[src/rtl/lrme_pkg.sv]
// Shared constants and types for the letter RSA modular exponentiation block.
package lrme_pkg;

   localparam int MOD_BITS_DEFAULT = 16;
   localparam int CHAR_BITS        = 8;
   localparam int MAP_BITS         = 5;

   localparam logic [CHAR_BITS-1:0] CHAR_A     = 8'h41;
   localparam logic [CHAR_BITS-1:0] CHAR_Z     = 8'h5A;
   localparam logic [CHAR_BITS-1:0] CHAR_SPACE = 8'h20;
   localparam logic [MAP_BITS-1:0]  MAP_FIRST  = 5'd2;
   localparam logic [MAP_BITS-1:0]  MAP_SPACE  = 5'd28;

   localparam int EXPONENT_RESET = 3;
   localparam int MODULUS_RESET  = 3233;

   typedef enum logic [0:0] {
      CSR_EXPONENT = 1'b0,
      CSR_MODULUS  = 1'b1
   } csr_index_type;

   typedef struct packed {
      logic valid;
   } stage_ctrl_type;

endpackage

[src/rtl/lrme_step.sv]
// One shift-and-add step of the square and the multiply of one exponent bit.
module lrme_step #(
   parameter int MOD_BITS = lrme_pkg::MOD_BITS_DEFAULT,
   parameter int BIT_IDX  = 0,
   parameter bit FIRST    = 1'b0,
   parameter bit LAST     = 1'b0
) (
   input  logic                     clock,
   input  logic                     reset,
   input  lrme_pkg::stage_ctrl_type ctrl_in,
   input  logic [MOD_BITS-1:0]      base_in_d,
   input  logic [MOD_BITS-1:0]      result_in_d,
   input  logic [MOD_BITS-1:0]      acc_sq_in_d,
   input  logic [MOD_BITS-1:0]      acc_mul_in_d,
   input  logic [MOD_BITS-1:0]      modulus,
   input  logic                     exp_bit,
   output lrme_pkg::stage_ctrl_type ctrl_out,
   output logic [MOD_BITS-1:0]      base_out,
   output logic [MOD_BITS-1:0]      result_out,
   output logic [MOD_BITS-1:0]      acc_sq_out,
   output logic [MOD_BITS-1:0]      acc_mul_out
);
   import lrme_pkg::*;

   function automatic logic [MOD_BITS-1:0] add_mod(input logic [MOD_BITS-1:0] a,
                                                   input logic [MOD_BITS-1:0] b,
                                                   input logic [MOD_BITS-1:0] m);
      logic [MOD_BITS-1:0] gap;
      gap = m - b;
      if (a >= gap) begin
         return a - gap;
      end
      return a + b;
   endfunction

   stage_ctrl_type      ctrl_ff;
   logic [MOD_BITS-1:0] base_ff, result_ff, acc_sq_ff, acc_mul_ff;
   logic [MOD_BITS-1:0] base_in, result_in, acc_sq_in, acc_mul_in;
   logic [MOD_BITS-1:0] sq0, mul0;

   always_comb begin
      sq0  = FIRST ? '0 : acc_sq_in_d;
      mul0 = FIRST ? '0 : acc_mul_in_d;
      acc_sq_in  = add_mod(sq0, sq0, modulus);
      acc_mul_in = add_mod(mul0, mul0, modulus);
      if (base_in_d[BIT_IDX]) begin
         acc_sq_in  = add_mod(acc_sq_in, base_in_d, modulus);
         acc_mul_in = add_mod(acc_mul_in, result_in_d, modulus);
      end
      base_in   = base_in_d;
      result_in = result_in_d;
      if (LAST) begin
         base_in = acc_sq_in;
         if (exp_bit) begin
            result_in = acc_mul_in;
         end
      end
   end

   always_ff @(posedge clock) begin
      if (reset) begin
         ctrl_ff.valid <= 1'b0;
      end else begin
         ctrl_ff <= ctrl_in;
      end
      base_ff    <= base_in;
      result_ff  <= result_in;
      acc_sq_ff  <= acc_sq_in;
      acc_mul_ff <= acc_mul_in;
   end

   assign ctrl_out    = ctrl_ff;
   assign base_out    = base_ff;
   assign result_out  = result_ff;
   assign acc_sq_out  = acc_sq_ff;
   assign acc_mul_out = acc_mul_ff;

endmodule
[config.mk]
export PLATFORM = sky130hd
export DESIGN_NAME = lrme_step
export DESIGN_NICKNAME = d
export VERILOG_FILES = /design/src/rtl/lrme_pkg.sv /design/src/rtl/lrme_step.sv
export SDC_FILE = /design/constraint.sdc
export NUM_CORES = 1
export LEC_CHECK = 0
export ABC_AREA = 1
export BUFFER_PORTS_ARGS = -buffer_cell sky130_fd_sc_hd__buf_4
export CAP_MARGIN = 5
export CORE_ASPECT_RATIO = 1.4
export CORE_UTILIZATION = 55
export CTS_BUF_LIST = sky130_fd_sc_hd__clkbuf_8
export DETAILED_ROUTE_END_ITERATION = 10
export PLACE_DENSITY = 0.8
export RECOVER_POWER = 100
export SETUP_SLACK_MARGIN = 0.5
export SLEW_MARGIN = 20
export SYNTH_ARGS = -nofsm -noshare
export SYNTH_HDL_FRONTEND = slang
export SYNTH_SLANG_ARGS = --single-unit
export TNS_END_PERCENT = 50
[constraint.sdc]
create_clock -name clock -period 6.26 [get_ports clock]
set_input_delay 0.939 -clock clock [delete_from_list [all_inputs] [get_ports clock]]
set_output_delay 0.939 -clock clock [all_outputs]
set_load 0.01 [all_outputs]
==> results of run 1 <==
## cells by family (layout without fill, tap and decap cells)
group | count (synthesis) | count (layout) | share of synthesized area, %
xor gates and xnor gates | 93 | 93 | 7.77
DFF | 65 | 65 | 12.4
buffers and inverters | 270 | 596 | 10.2
and+or+nand+nor | 893 | 895 | 37.8
AOI/OAI and AO/OA | 240 | 240 | 13.2
adders and majority gates | 152 | 152 | 18.6
## power by group through the flow
stage                     combinational (mW)  sequential, mW  clock (mW)
after detailed placement                4.37           0.581           0
after floorplan                         2.77           0.639           0
after global routing                    5.61           0.577       0.402
final                                   5.14           0.566       0.389
after CTS                               4.47           0.572       0.390
after global placement                  4.29           0.577           0
## registers in the layout, indices dropped and copies added, names as in the netlist
name,count
acc_mul_out,16
result_out,16
base_out,16
ctrl_out,1
acc_sq_out,16
## how the worst max path moves through the flow
stage | slack (ns) | to | cells after the start | from
after detailed placement | -0.14 | acc_mul_out[14]$_DFF_P_ | 40 | modulus[0]
after global placement | -0.007 | acc_mul_out[14]$_DFF_P_ | 40 | modulus[0]
after floorplan | 0.49 | acc_mul_out[3]$_DFF_P_ | 35 | modulus[0]
final | 0.35 | acc_mul_out[10]$_DFF_P_ | 40 | modulus[0]
after CTS | 0.52 | acc_sq_out[11]$_DFF_P_ | 38 | modulus[0]
after global routing | 0.00002 | acc_mul_out[10]$_DFF_P_ | 38 | modulus[0]
## through the flow
stage	TNS, ns	worst slack [ns]	util (%)	power, mW
after global routing	0	0.0000151	75.3	6.59
after global placement	-0.00701	-0.00701	69.5	4.87
after floorplan	0	0.493	-	3.41
final	0	0.351	75.3	6.09
after detailed placement	-1.45	-0.136	69.5	4.95
after CTS	0	0.517	71.2	5.43
## placed cells by master, fill, tap and decap left out, types with 5 or more instances in the layout
master | synthesis | routed
o21ai_0 | 50 | 25
ha_2 | 0 | 6
clkbuf_8 | 0 | 10
a21oi_2 | 0 | 25
ha_1 | 146 | 116
o21bai_1 | 14 | 12
nand2_4 | 10 | 16
xnor2_1 | 34 | 34
o21a_1 | 5 | 5
nor3_1 | 28 | 22
or2_2 | 6 | 6
nand4_1 | 19 | 19
inv_2 | 2 | 11
a21oi_1 | 119 | 93
a21o_1 | 7 | 7
xor2_1 | 59 | 59
nand3b_1 | 9 | 9
nor2_2 | 2 | 13
nor2_4 | 4 | 7
buf_6 | 4 | 10
o21ai_1 | 9 | 22
dfxtp_1 | 65 | 65
nand2_1 | 508 | 487
nor3_2 | 0 | 6
inv_1 | 250 | 241
ha_4 | 0 | 24
buf_4 | 1 | 213
o21ai_2 | 1 | 10
nand3_1 | 144 | 139
nor2_1 | 117 | 103
nand2_2 | 19 | 32
clkbuf_1 | 8 | 96
nand3_2 | 12 | 15
## routing by layer
metal	up-vias	track usage (%)	routed length, um
met5	-	0	0
met4	0	28.8	3040
met3	193	3.47	1350
met2	443	70.2	19800
met1	5781	31.5	12700
li1	6255	-	-
## area by class of cell
| cell class | count | share of cell area, % |
|---|---|---|
| inverters | 253 | 6.86 |
| well taps | 244 | 2.18 |
| repair buffers | 327 | 15.7 |
| clock buffers | 10 | 0.982 |
| flip-flops and latches | 65 | 9.29 |
| multi-input cells | 1380 | 64.6 |
| clock inverters | 6 | 0.420 |
## what timing repair did
| item | 4_1_cts | 5_1_grt |
|---|---|---|
| gates resized for setup | 33 | 191 |
| cloned | 0 | 4 |
| endpoints found under the setup margin | 32 | 32 |
| pin swaps | 3 | 61 |
| hold endpoints to repair | 0 | 0 |
| setup buffers | 1 | 30 |
==> impl_results.md, run 1 <==
* Outcome: complete, no violations
* #FFs+latches synth at 65
* Power density over cell area at roughly 430 nW/um^2
* Synth area leaders: nand2_1 18%, ha_1 17%, dfxtp_1 12%, inv_1 8.9%, nand3_1 6.9%
* Final hold viol count at 0
* Worst-path clk slew at 0.08 ns
* Layout area overhead at 33.6%
* Clk root buf: clkbuf_8
* Max-slew headroom at 53.3%
* Max Transition Viols Final at 0
* Multi-input logic area at 9050 um^2
* Warnings from Yosys at 0
* Most used cell, CP: nand2_1
* WL final at roughly 37000 um
* Gr usage total at approximately a third
* H-tree levels at 3
* Gpl congestion at 0.948
* Die area at 19600 um^2
* Chip height at roughly 170 um
* Placed cells at 2234
* Register area at about 1300 um^2
* Syn_nets at 1949
* Total grt overflow at 0
* Cell count after synthesis at 1713
* # nets final at between 2000 and 2500
* Number of global-route vias before repair at roughly 12000
* Buffers & Inverters on Critical Path at 10
* Detail Route Antenna Nets at 0
* CP delay by family, top: compound AO/OA/AOI/OAI gates
* Crit path DAT at ~6.2 ns
* Mean area per synthesized cell at just over 6 um^2
* Crit Path Category: in -> reg
* Mapped cell area at 10500 um^2
* CTS Buffer Depth at 2
* Minimum clock period at approximately 5.9 ns
* Crit-path slowest cell: a21boi_2
* Max stage delay on crit path at between 0.3 and 0.4 ns
* Final period util at around 94%
* FMAX at between 0.15 and 0.2 GHz
* # IOs at 149
* Placed wire-length estimate at 29100 um
* Rows at 59
* Vias per cell at between 5 and 6
* Min-Delay Path Class: in -> reg
* Sequential share of power at under 10%
* Initial antenna violation count at 0
* Most numerous cell in the Yosys netlist: nand2_1
* CP Launch Type: input pin
* Crit path required time at around 6.6 ns
* Power Internal at roughly 2.9 mW
* Synth cell count leaders: 508 x nand2_1, 250 x inv_1, 146 x ha_1
* FILL cells at 1610
* DP Area at between 10000 and 15000 um^2
* RSZ-0062 raised after global routing: yes
* Netlist cell types at 54
* Hold path depth at 1
* Net switching power at around 3.2 mW
* Async SR Flop Fraction at 0%
* Clk pwr share at about 6.4%
* Seq/Total Area, Yosys at approximately an eighth
* DRC viols at 0
* # hold bufs at CTS at 0
* Pleak at approximately 7.5 nW
* Hold path endpoint: result_out[2]$_DFF_P_
* EDFF count, synth at 0
* Initial Util at a little under three fifths
* First-pass GRT wire length at 54400 um
* Maximum vdd drop at 0.194 mV
* Endpoints failing setup at 0
* Switching share of total power at between 50% and 60%
* Core Area at 18600 um^2
* CTS Buf Count at 9
* Post-synth top area share at between 10% and 20%
* Pin count of the biggest net entering global routing at 40
* Die width at approximately 120 um
* Maximum fanout along the worst path at 6
* Via count at about 13000
* Worst setup EP type: flip-flop
* Port bufs at between 100 and 150
* Initial DRC Count at approximately 710
* Share of cells above drive strength 1 at 22.4%
* Least-Margin Pin Slew at 0.699 ns
* Design Area, Final at 14000 um^2
* Antenna cells at 0
* Dominant synthesized flop cell: dfxtp_1
* Fin Hold WS at roughly 0.7 ns
* Detailed Routing Iterations Pass 1 at 5
* CTS tree: yes
* WL per Instance at roughly 16 um
* Max cap viols at 0
* Comb power frac at 84.3%
* Area leader, netlist: nand2_1
* Hold path startpoint: result_in_d[2]
* Total clock sinks at 65
* Final cell count without fillers at approximately 2300
Note: power is estimated with default switching activity, not from simulation.
==> run 2, diff against run 1 <==
CELL_PAD_IN_SITES_DETAIL_PLACEMENT = 1   (was unset)
CELL_PAD_IN_SITES_GLOBAL_PLACEMENT = 1   (was unset)
CORE_UTILIZATION = 38   (was 55)
==> impl_results.md, run 2 (synthesis gave the netlist of run 1 again) <==
* CP delay by family, top: compound AO/OA/AOI/OAI gates
* Clk root buf: clkbuf_8
* Pin count of the biggest net entering global routing at 39
* Outcome: complete, but fails checks
* WL per Instance at 19.5 um
* CTS Buf Count at 9
* Layout area overhead at 42.0%
* CTS tree: yes
* Detailed Routing Iterations Pass 1 at 5
* CTS Buffer Depth at 2
* Placed cells at roughly 2400
* Least-Margin Pin Slew at roughly 2.3 ns
* Total clock sinks at 65
* Max Transition Viols Final at 39
* Crit path DAT at 6.24 ns
* CP Launch Type: input pin
* # hold bufs at CTS at 0
* Via count at approximately 13000
* Final cell count without fillers at 2461
* Total grt overflow at 0
* # nets final at 2327
* Core Area at 27000 um^2
* Initial Util at roughly 39%
* Most used cell, CP: buf_4
* Final period util at 94.7%
* Placed wire-length estimate at approximately 36000 um
* Commonest cells after routing, fill and taps aside: 473 x nand2_1, 258 x buf_4, 235 x inv_1
* Vias per cell at 5.42
* Die area at around 28000 um^2
* Maximum fanout along the worst path at 6
* Chip height at roughly 200 um
* Buffers & Inverters on Critical Path at 12
* Maximum vdd drop at 0.191 mV
* WL final at 47900 um
* Worst setup EP type: flip-flop
* First-pass GRT wire length at slightly below 70000 um
* Crit path required time at 6.57 ns
* Port bufs at between 100 and 150
* Initial antenna violation count at 0
* # IOs at 149
* DRC viols at 0
* Power density over cell area at 456 nW/um^2
* Max cap viols at 1
* Number of global-route vias before repair at approximately 14000
* Endpoints failing setup at 0
* Min-Delay Path Class: in -> reg
* Failing checks: capacitance limit, slew limit
* Die width at ~140 um
* Initial DRC Count at ~470
* Max stage delay on crit path at about 0.34 ns
* Most common cell after layout, fill and taps aside: nand2_1
* Gr usage total at between 30% and 40%
* Max-slew headroom at -51.9%
* RSZ-0062 raised after global routing: yes
* Crit Path Category: in -> reg
* Worst-path clk slew at 0.10 ns
* Final Util at a little under three fifths
* FMAX at about 0.17 GHz
* Minimum clock period at between 5 and 6 ns
* H-tree levels at 3
* Share of cells above drive strength 1 at approximately a quarter
* Final hold viol count at 0
* Antenna cells at 0
* Rows at roughly 70
* Crit-path slowest cell: fa_2
* Pleak at ~8 nW
* Detail Route Antenna Nets at 0
* Final setup TNS at 0 ns
* Fin Hold WS at between 0.6 and 0.7 ns
* Gpl congestion at around 0.94
## run 2: cell types whose count changed in the layout (fill, tap and decap cells not counted), moves of 6 or more
cell,previous run,this run
nand3_1,139,132
nand2_1,487,473
ha_4,24,33
a21oi_2,25,32
a21oi_1,93,85
nand2_2,32,48
buf_4,213,258
ha_1,116,108
inv_1,241,235
buf_6,10,16
## run 2: worst paths after layout
kind	start	endpoint	slack (ns)	cells after the start
hold / removal	reset	ctrl_out$_SDFF_PP0_	0.67	2
setup / recovery	modulus[0]	acc_mul_out[5]$_DFF_P_	0.33	36
## run 2: timing repair
action,CTS,global route
setup buffers,26,27
gates resized for setup,86,192
cloned,2,4
pin swaps,38,81
endpoints found under the setup margin,32,32
## run 2: power breakdown
group / internal [mW] / total (mW) / switching [mW]
Sequential: 0.536 / 0.573 / 0.0363
Combinational: 2.45 / 5.79 / 3.34
Clock: 0.192 / 0.421 / 0.230
## run 2: layout make-up
cell class	count	area (um^2)
fillers	3730	12100
multi-input cells	1381	9280
repair buffers	381	2670
flip-flops and latches	65	1300
inverters	253	971
well taps	365	457
clock buffers	9	124
clock inverters	7	83.8
## run 2: per-stage QoR
step	worst slack, ns	instance area, um^2	total power [mW]
2_1_floorplan	0.493	10500	3.41
3_3_place_gp	-0.109	13300	5.14
3_5_place_dp	-0.325	13300	5.30
4_1_cts	0.487	14100	6.03
5_1_grt	0.0386	14900	7.27
6_report	0.331	14900	6.78
## run 2: metal layers
metal / GRT usage [%] / part of all wire (%) / vias to the layer above
li1: - / - / 6349
met1: 28.0 / 34 / 6381
met2: 63.2 / 55 / 393
met3: 3.13 / 3.1 / 217
met4: 24.7 / 8.7 / 0
met5: 0 / 0 / -
