`config.mk`:
```
export PLATFORM = sky130hd
export DESIGN_NAME = lrme_front
export DESIGN_NICKNAME = d
export VERILOG_FILES = /design/src/rtl/lrme_pkg.sv /design/src/rtl/lrme_front.sv
export SDC_FILE = /design/constraint.sdc
export NUM_CORES = 1
export LEC_CHECK = 0
export BUFFER_PORTS_ARGS = -buffer_cell sky130_fd_sc_hd__buf_4
export CAP_MARGIN = 40
export CORE_MARGIN = 10
export CORE_UTILIZATION = 49
export CTS_BUF_LIST = sky130_fd_sc_hd__clkbuf_16
export DETAILED_ROUTE_END_ITERATION = 12
export PLACE_DENSITY_LB_ADDON = 0.05
export SETUP_SLACK_MARGIN = 0.5
export SYNTH_ARGS = -nofsm -noshare
export SYNTH_HDL_FRONTEND = slang
export SYNTH_SLANG_ARGS = --single-unit
```
`constraint.sdc`:
```
create_clock -name clock -period 11.1 [get_ports clock]
set_input_delay 2.22 -clock clock [delete_from_list [all_inputs] [get_ports clock]]
set_output_delay 2.22 -clock clock [all_outputs]
set_load 0.01 [all_outputs]
```
`src/rtl/lrme_pkg.sv`:
```
// Shared constants and types for the letter RSA modular exponentiation block.
package lrme_pkg;

   localparam int MOD_BITS_DEFAULT = 16;
   localparam int CHAR_BITS        = 8;
   localparam int MAP_BITS         = 5;

   localparam logic [CHAR_BITS-1:0] CHAR_A     = 8'h41;
   localparam logic [CHAR_BITS-1:0] CHAR_Z     = 8'h5A;
   localparam logic [CHAR_BITS-1:0] CHAR_SPACE = 8'h20;
   localparam logic [MAP_BITS-1:0]  MAP_FIRST  = 5'd2;
   localparam logic [MAP_BITS-1:0]  MAP_SPACE  = 5'd28;

   localparam int EXPONENT_RESET = 3;
   localparam int MODULUS_RESET  = 3233;

   typedef enum logic [0:0] {
      CSR_EXPONENT = 1'b0,
      CSR_MODULUS  = 1'b1
   } csr_index_type;

   typedef struct packed {
      logic valid;
   } stage_ctrl_type;

endpackage

```
`src/rtl/lrme_front.sv`:
```
// Front stage: maps the character code and reduces it modulo the modulus.
module lrme_front #(
   parameter int MOD_BITS = lrme_pkg::MOD_BITS_DEFAULT
) (
   input  logic                           clock,
   input  logic                           reset,
   input  lrme_pkg::stage_ctrl_type       ctrl_in,
   input  logic [lrme_pkg::CHAR_BITS-1:0] char_code,
   input  logic [MOD_BITS-1:0]            modulus,
   output lrme_pkg::stage_ctrl_type       ctrl_out,
   output logic [MOD_BITS-1:0]            base_out
);
   import lrme_pkg::*;

   logic [MAP_BITS-1:0]  mapped;
   logic [MAP_BITS:0]    rem;
   logic [MOD_BITS-1:0]  base_in;
   logic [MOD_BITS-1:0]  base_ff;
   stage_ctrl_type       ctrl_ff;

   always_comb begin
      if (char_code >= CHAR_A && char_code <= CHAR_Z) begin
         mapped = MAP_BITS'(char_code - CHAR_A) + MAP_FIRST;
      end else if (char_code == CHAR_SPACE) begin
         mapped = MAP_SPACE;
      end else begin
         mapped = '0;
      end
   end

   always_comb begin
      rem = '0;
      for (int i = MAP_BITS - 1; i >= 0; i--) begin
         rem = {rem[MAP_BITS-1:0], mapped[i]};
         if (MOD_BITS'(rem) >= modulus) begin
            rem = (MAP_BITS+1)'(MOD_BITS'(rem) - modulus);
         end
      end
      base_in = MOD_BITS'(rem);
   end

   always_ff @(posedge clock) begin
      if (reset) begin
         ctrl_ff.valid <= 1'b0;
      end else begin
         ctrl_ff <= ctrl_in;
      end
      base_ff <= base_in;
   end

   assign ctrl_out = ctrl_ff;
   assign base_out = base_ff;

endmodule

```
==> out/qor.txt, run 1 <==
status - completed
Switching Share - 0.286
worst hold stages - 2
Final Power - 0.000143 W
power per cell area - 60.1 nW/um^2
die area - 6350 sq um
Hold Vio Cnt, Final - 0
Final Wtd Congestion - 0.833
vias in the first global route - 1,615
Req. time, crit path - 11.21 ns
synth warn - 0
Peak Freq - 0.0974 GHz
DRT Pass-1 Iters - 4
Bufs and invs on worst path - 4
# hold bufs at CTS - 0
DRC viols - 0
largest net degree at the start of global routing - 11
Tot GR Track Use - 0.134
CP Depth - 36
die span in y - 79.7 um
MaxCap Viol Count - 0
Starting Density - 0.515
Tcrit/Tclk final - 0.925
fin nets - 334
Hold Crit Start - reset
row count - 21
Crit. End Element - flip-flop
via count - 1,620
Die Span X - 79.7 um
FF+latch count, synth - 7
Final ANT Viol Nets - 0
setup TNS - 0 ns
switching power - 0.0000409 W
Vias per Instance - 5.11
kind of critical path - in2reg
Worst setup startpoint - char_code[4]
RSZ-0062 raised after global routing - no
Antenna diodes - 0
crit-path max FO - 5
Syn Inst Count - 211
Root Buffer - clkbuf_16
Post-Layout Cell Count - 317
maximum VDD drop - 0.0505 mV
clock slew at reported path FFs - 0.03 ns
critical path startpoint category - primary input
I/O pin total - 44
Area Overhead vs Synth - 36.5%
clock share of power - 0.415
part of the power in registers - 0.183
DP HPWL - 3.50 mm
# setup viols final - 0
Pint - 0.000102 W
CTS tree - done
GR Overflow Total - 0
Syn Area/Cell - 8.27 sq um
port bufs - 33
register area share after synthesis - 0.0803
Post-DP Area - 2060 sq um
TritonCTS buffer count - 3
final instance area - 2380 sq um
Slowest cell on crit path - or4_4
clock buffer depth - 2
combinational share of power - 0.402
WL/cell - 13.7 um
placed cells - 295
wirelength, routed - 4.36 mm
Final min period - 10.27 ns
Pleak - 1.18 nW
Core Util, Final - 0.702
Sink Count - 7
antenna violations before repair - 0
Synth cell types - 45
post-synthesis cell area - 1740 sq um
crit-path max cell delay - 0.50 ns
first-pass GRT wire length - 7.19 mm
CP arrival - 10.38 ns
Largest delay share family, worst path - simple AND/OR/NAND/NOR gates
max-slew violation count - 0
core footprint - 3390 sq um
Initial DRC Count - 86
Hold WC Path Type - in2reg
# H-tree levels - 1
share of cells above drive strength 1 - 0.362
==> power groups by stage <==
stage	sequential, W	clock (W)	combinational, W
finish	0.0000262	0.0000594	0.0000574
global route	0.0000263	0.0000627	0.0000646
CTS	0.0000263	0.0000607	0.0000529
detailed placement	0.0000266	0	0.0000492
global placement	0.0000266	0	0.0000492
floorplan	0.0000270	0	0.0000347
==> final cells by class <==
class / count / area [sq um]
Sequential cell: 7 / 140
Clock inverter: 1 / 3.75
Inverter: 21 / 78.8
Tap cell: 46 / 57.6
Clock buffer: 3 / 75.1
Fill cell: 296 / 1010
Timing Repair Buffer: 57 / 432
Multi-Input combinational cell: 182 / 1590
==> logic make-up after synthesis <==
group	count (synthesis)	synth area share
other	1	0.00215
AND/OR/NAND/NOR	65	0.207
multiplexers	16	0.118
XOR/XNOR	15	0.0753
adder cells (fa/ha/maj)	35	0.268
buffers and inverters	31	0.0882
AO/OA/AOI/OAI	41	0.161
flip-flops	7	0.0803
==> registers in the layout (all words and copies together) (netlist names) <==
register  count
base_out      6
ctrl_out      1
==> Yosys cell counts <==
| library cell | n | area share |
|---|---|---|
| a311o_2 | 1 | 0.0065 |
| a21oi_1 | 11 | 0.032 |
| mux2i_2 | 1 | 0.0079 |
| o21a_1 | 3 | 0.013 |
| nand3b_1 | 1 | 0.0043 |
| nand4b_4 | 1 | 0.014 |
| o21ai_0 | 8 | 0.023 |
| mux2i_1 | 3 | 0.017 |
| mux2i_4 | 2 | 0.026 |
| nor2_1 | 18 | 0.039 |
| xnor2_1 | 9 | 0.045 |
| or2_1 | 1 | 0.0036 |
| a311oi_2 | 1 | 0.0086 |
| buf_4 | 10 | 0.043 |
| or4_1 | 1 | 0.0043 |
| or2_2 | 2 | 0.0072 |
| mux2_4 | 1 | 0.0086 |
| inv_1 | 20 | 0.043 |
| nor3b_1 | 2 | 0.0086 |
| dfxtp_1 | 7 | 0.080 |
| a21boi_2 | 1 | 0.0065 |
| nand2_1 | 7 | 0.015 |
| nand3_1 | 7 | 0.020 |
| or3_1 | 3 | 0.011 |
| a21boi_1 | 1 | 0.0043 |
| ha_1 | 31 | 0.22 |
| fa_1 | 4 | 0.046 |
| mux2_2 | 9 | 0.058 |
| conb_1 | 1 | 0.0022 |
| o311a_1 | 1 | 0.0057 |
| nor4_1 | 3 | 0.011 |
| a31oi_1 | 4 | 0.014 |
| xor2_1 | 6 | 0.030 |
| nor3_1 | 3 | 0.0086 |
| a21o_1 | 4 | 0.017 |
| nand2b_1 | 2 | 0.0072 |
| or4_4 | 1 | 0.0065 |
| and3_1 | 3 | 0.011 |
| inv_2 | 1 | 0.0022 |
| o21bai_4 | 1 | 0.011 |
| o21ai_1 | 2 | 0.0057 |
| a21oi_2 | 1 | 0.0050 |
| nor2b_1 | 9 | 0.032 |
| o211ai_1 | 2 | 0.0086 |
| and4_1 | 1 | 0.0050 |
==> metrics by stage <==
step           worst slack [ns]  hold slack [ns]
4_1_cts                   0.524             2.15
2_1_floorplan             0.548             2.29
5_1_grt                   0.414             2.16
3_5_place_dp             0.0845             2.38
3_3_place_gp              0.141             2.38
6_report                  0.834             2.15
==> cell usage in the layout (no fill, tap or decap), types with 8 or more instances in the layout <==
cell	instances
nor2b_1	8
nor2_1	18
xnor2_1	9
mux2_2	8
a21oi_1	11
conb_1	10
ha_1	26
buf_4	56
inv_1	21
==> what timing repair did <==
item | 4_1_cts | 5_1_grt
setup endpoints to repair | 6 | 6
endpoints found under the hold margin | 0 | 0
pin swaps | 6 | 10
gates resized for setup | 7 | 14
setup buffers | 13 | 5
==> path summary, 6_finish.rpt <==
kind                          end  slack (ns)
worst max-delay path  base_out[1]        0.83
worst min-delay path     ctrl_out        2.15
==> layer usage <==
metal  track usage  vias up  share of wire
met3        0.0462        2          0.067
met2         0.204       45           0.43
li1              -      847              -
met1         0.182      726           0.50
met5             0        -              0
met4        0.0161        0         0.0067
(Power assumes the default switching activity.)
==> run 2: changes to the inputs <==
CORE_UTILIZATION = 45   (was 49)
==> out/qor.txt, run 2 (same netlist as run 1, synthesis figures left out) <==
status - completed
maximum VDD drop - 0.0820 mV
antenna violations before repair - 0
Core Util, Final - 0.656
Antenna diodes - 0
row count - 22
largest net degree at the start of global routing - 10
Post-DP Area - 2080 sq um
Hold WC Path Type - in2reg
power per cell area - 60.1 nW/um^2
crit-path max FO - 7
Final Wtd Congestion - 0.788
die area - 6770 sq um
CTS tree - done
Pleak - 1.22 nW
Starting Density - 0.469
Sink Count - 7
most frequent cells in the layout - buf_4, ha_1, inv_1
core footprint - 3720 sq um
critical path startpoint category - primary input
Root Buffer - clkbuf_16
Tot GR Track Use - 0.125
kind of critical path - in2reg
final instance area - 2440 sq um
CP Depth - 36
I/O pin total - 44
Worst setup startpoint - char_code[4]
Area Overhead vs Synth - 39.7%
DRT Pass-1 Iters - 4
max-slew violation count - 0
TritonCTS buffer count - 3
Crit. End Element - flip-flop
Bufs and invs on worst path - 5
port bufs - 33
GR Overflow Total - 0
# H-tree levels - 1
die span in y - 82.3 um
share of cells above drive strength 1 - 0.391
# setup viols final - 0
fin nets - 339
Die Span X - 82.3 um
crit-path max cell delay - 0.50 ns
DP HPWL - 3.58 mm
Vias per Instance - 5.06
CP arrival - 10.42 ns
via count - 1,639
Final ANT Viol Nets - 0
clock slew at reported path FFs - 0.04 ns
DRC viols - 0
Slowest cell on crit path - or4_4
WL/cell - 14.3 um
Setup crit end - base_out[2]
commonest non-fill, non-tap cell in the layout - buf_4
Fillers - 338
Hold Vio Cnt, Final - 0
vias in the first global route - 1,582
Peak Freq - 0.0971 GHz
max FFs per register - 6
Tcrit/Tclk final - 0.928
first-pass GRT wire length - 6.88 mm
clock buffer depth - 2
wirelength, routed - 4.64 mm
Initial DRC Count - 43
RSZ-0062 raised after global routing - no
Final min period - 10.30 ns
Largest delay share family, worst path - simple AND/OR/NAND/NOR gates
MaxCap Viol Count - 0
Req. time, crit path - 11.22 ns
[run 2: cell type report]
class / instances / area (sq um) / share of cell area
Timing Repair Buffer: 62 / 469 / 0.193
Tap cell: 48 / 60.1 / 0.0246
Inverter: 21 / 78.8 / 0.0323
Sequential cell: 7 / 140 / 0.0575
Clock inverter: 1 / 3.75 / 0.00154
Clock buffer: 3 / 75.1 / 0.0308
Multi-Input combinational cell: 182 / 1610 / 0.661
[run 2: timing repair]
action	in CTS	in global routing
setup endpoints to repair	6	6
buffers inserted	16	4
gates resized for setup	11	18
hold buffers	0	0
pin swaps	8	9
[run 2: how the worst min path moves through the flow]
stage | slack [ns] | from | cells after the start | to
3_5_place_dp | 2.38 | reset | 2 | ctrl_out
6_report | 2.14 | reset | 2 | ctrl_out
3_3_place_gp | 2.38 | reset | 2 | ctrl_out
5_1_grt | 2.14 | reset | 2 | ctrl_out
4_1_cts | 2.14 | reset | 2 | ctrl_out
2_1_floorplan | 2.29 | reset | 1 | ctrl_out
[run 2: stage by stage]
| step | setup slack, ns | std cells | TNS, ns | hold WS [ns] | power, W |
|---|---|---|---|---|---|
| CTS | 0.522 | 320 | 0 | 2.14 | 0.000143 |
| global route | 0.440 | 324 | 0 | 2.14 | 0.000156 |
| finish | 0.801 | 324 | 0 | 2.14 | 0.000147 |
| global placement | 0.0519 | 300 | 0 | 2.38 | 0.0000762 |
| detailed placement | -0.0353 | 300 | -0.0663 | 2.38 | 0.0000766 |
| floorplan | 0.548 | 220 | 0 | 2.29 | 0.0000617 |
[run 2: report_power, final]
part	leakage [nW]	switching [W]	total, W	internal (W)
registers	0.0570	0.000000221	0.0000263	0.0000261
clock network	0.0423	0.0000138	0.0000607	0.0000469
logic	1.12	0.0000288	0.0000596	0.0000308
total	1.22	0.0000429	0.000147	0.000104
[run 2: layer usage]
layer / vias up / GRT usage / routed length (um)
met3: 0 / 0.0346 / 359
met5: - / 0 / 0
met1: 742 / 0.145 / 1930
met2: 38 / 0.222 / 2350
li1: 859 / - / -
met4: 0 / 0.0289 / 0
==> run 3: changes to the inputs <==
GPL_TIMING_DRIVEN = 0   (was default)
==> out/qor.txt, run 3 (same netlist as run 1, synthesis figures left out) <==
I/O pin total - 44
CP arrival - 10.50 ns
DRT Pass-1 Iters - 4
die area - 6770 sq um
antenna violations before repair - 0
Post-Layout Cell Count - 334
# H-tree levels - 1
switching power - 0.0000435 W
met3 wire len - 251 um
first-pass GRT wire length - 7.25 mm
CTS tree - done
GR Overflow Total - 0
Final Wtd Congestion - 0.819
clock share of power - 0.402
combinational share of power - 0.423
Area Overhead vs Synth - 44.9%
Sink Count - 7
Core Util, Final - 0.680
Fillers - 329
# setup viols final - 0
largest net degree at the start of global routing - 11
maximum VDD drop - 0.0962 mV
setup TNS - 0 ns
clock buffer depth - 2
power per cell area - 59.4 nW/um^2
WL/cell - 14.2 um
Root Buffer - clkbuf_16
row count - 22
Met1 Wirelength - 2.04 mm
Die Span X - 82.3 um
status - completed
Top Layer Used - met4
Vias per Instance - 5.05
part of the power in registers - 0.175
MaxCap Viol Count - 0
metal2 WL - 2.38 mm
vias in the first global route - 1,657
Peak Freq - 0.0965 GHz
Pleak - 1.27 nW
Final min period - 10.36 ns
die span in y - 82.3 um
wirelength, routed - 4.74 mm
via count - 1,687
Initial DRC Count - 56
Slowest cell on crit path - or4_4
port bufs - 33
crit-path max FO - 5
Hold WC Path Type - in2reg
clock slew at reported path FFs - 0.03 ns
RSZ-0062 raised after global routing - no
share of cells above drive strength 1 - 0.427
most frequent cells in the layout - buf_4, ha_1, inv_1
commonest non-fill, non-tap cell in the layout - buf_4
DP HPWL - 3.47 mm
Starting Density - 0.469
max FFs per register - 6
crit-path max cell delay - 0.50 ns
placed cells - 301
Tot GR Track Use - 0.133
Antenna diodes - 0
Tcrit/Tclk final - 0.933
max-slew violation count - 0
Hold Vio Cnt, Final - 0
Switching Share - 0.290
DRC viols - 0
Final ANT Viol Nets - 0
core footprint - 3720 sq um
critical path startpoint category - primary input
TritonCTS buffer count - 3
hold_ws - 2.14 ns
cell repeated most along the worst path - buf_4
Pint - 0.000107 W
kind of critical path - in2reg
Req. time, crit path - 11.24 ns
Crit. End Element - flip-flop
fin nets - 349
run 3: changes by cell type in the layout (fill, tap and decap cells not counted), sizes merged:
cell  before  now
buf       62   72
run 3: cell type report:
cell class                      instances  area, sq um  share of cell area
Clock buffer                            3         75.1              0.0297
Tap cell                               48         60.1              0.0238
Clock inverter                          1         3.75             0.00149
Inverter                               21         78.8              0.0312
Sequential cell                         7          140              0.0554
Timing Repair Buffer                   62          465               0.184
Buffer                                 10         75.1              0.0297
Multi-Input combinational cell        182         1630               0.645
run 3: layer usage:
layer / vias up / global-route usage
met4: 0 / 0.0578
met2: 25 / 0.228
met1: 780 / 0.157
li1: 877 / -
met3: 5 / 0.0270
met5: - / 0
run 3: metrics by stage:
step                instance area (sq um)  worst slack [ns]  power (W)
finish                               2530             0.741   0.000150
detailed placement                   2090            -0.243  0.0000782
CTS                                  2360             0.526   0.000144
global route                         2530             0.347   0.000161
floorplan                            1780             0.548  0.0000617
global placement                     2090            -0.220  0.0000778
run 3: path summary, 6_finish.rpt:
kind    startpoint     endpoint  slack [ns]  cells past startpoint
max   char_code[4]  base_out[4]        0.74                     41
min          reset     ctrl_out        2.14                      2
run 3: repair_timing:
action                     in CTS  in global routing
hold buffers                    0                  0
pin swaps                       9                 12
hold endpoints to repair        0                  0
setup endpoints to repair       6                  6
resized for setup              10                 24
setup buffers                  20                  9
run 3: worst max-delay path: cells and delay by family:
family	cells	cell delay, ns
AO/OA/AOI/OAI	11	1.90
adder cells (fa/ha/maj)	6	1.34
buffers and inverters	9	0.89
multiplexers	4	1.23
AND/OR/NAND/NOR	11	2.88
run 3: power by group through the flow:
stage,logic [W],registers (W),clock network [W]
after detailed placement,0.0000516,0.0000266,0
after global placement,0.0000512,0.0000266,0
after floorplan,0.0000347,0.0000270,0
final,0.0000635,0.0000263,0.0000603
after CTS,0.0000568,0.0000263,0.0000613
after global routing,0.0000709,0.0000263,0.0000637
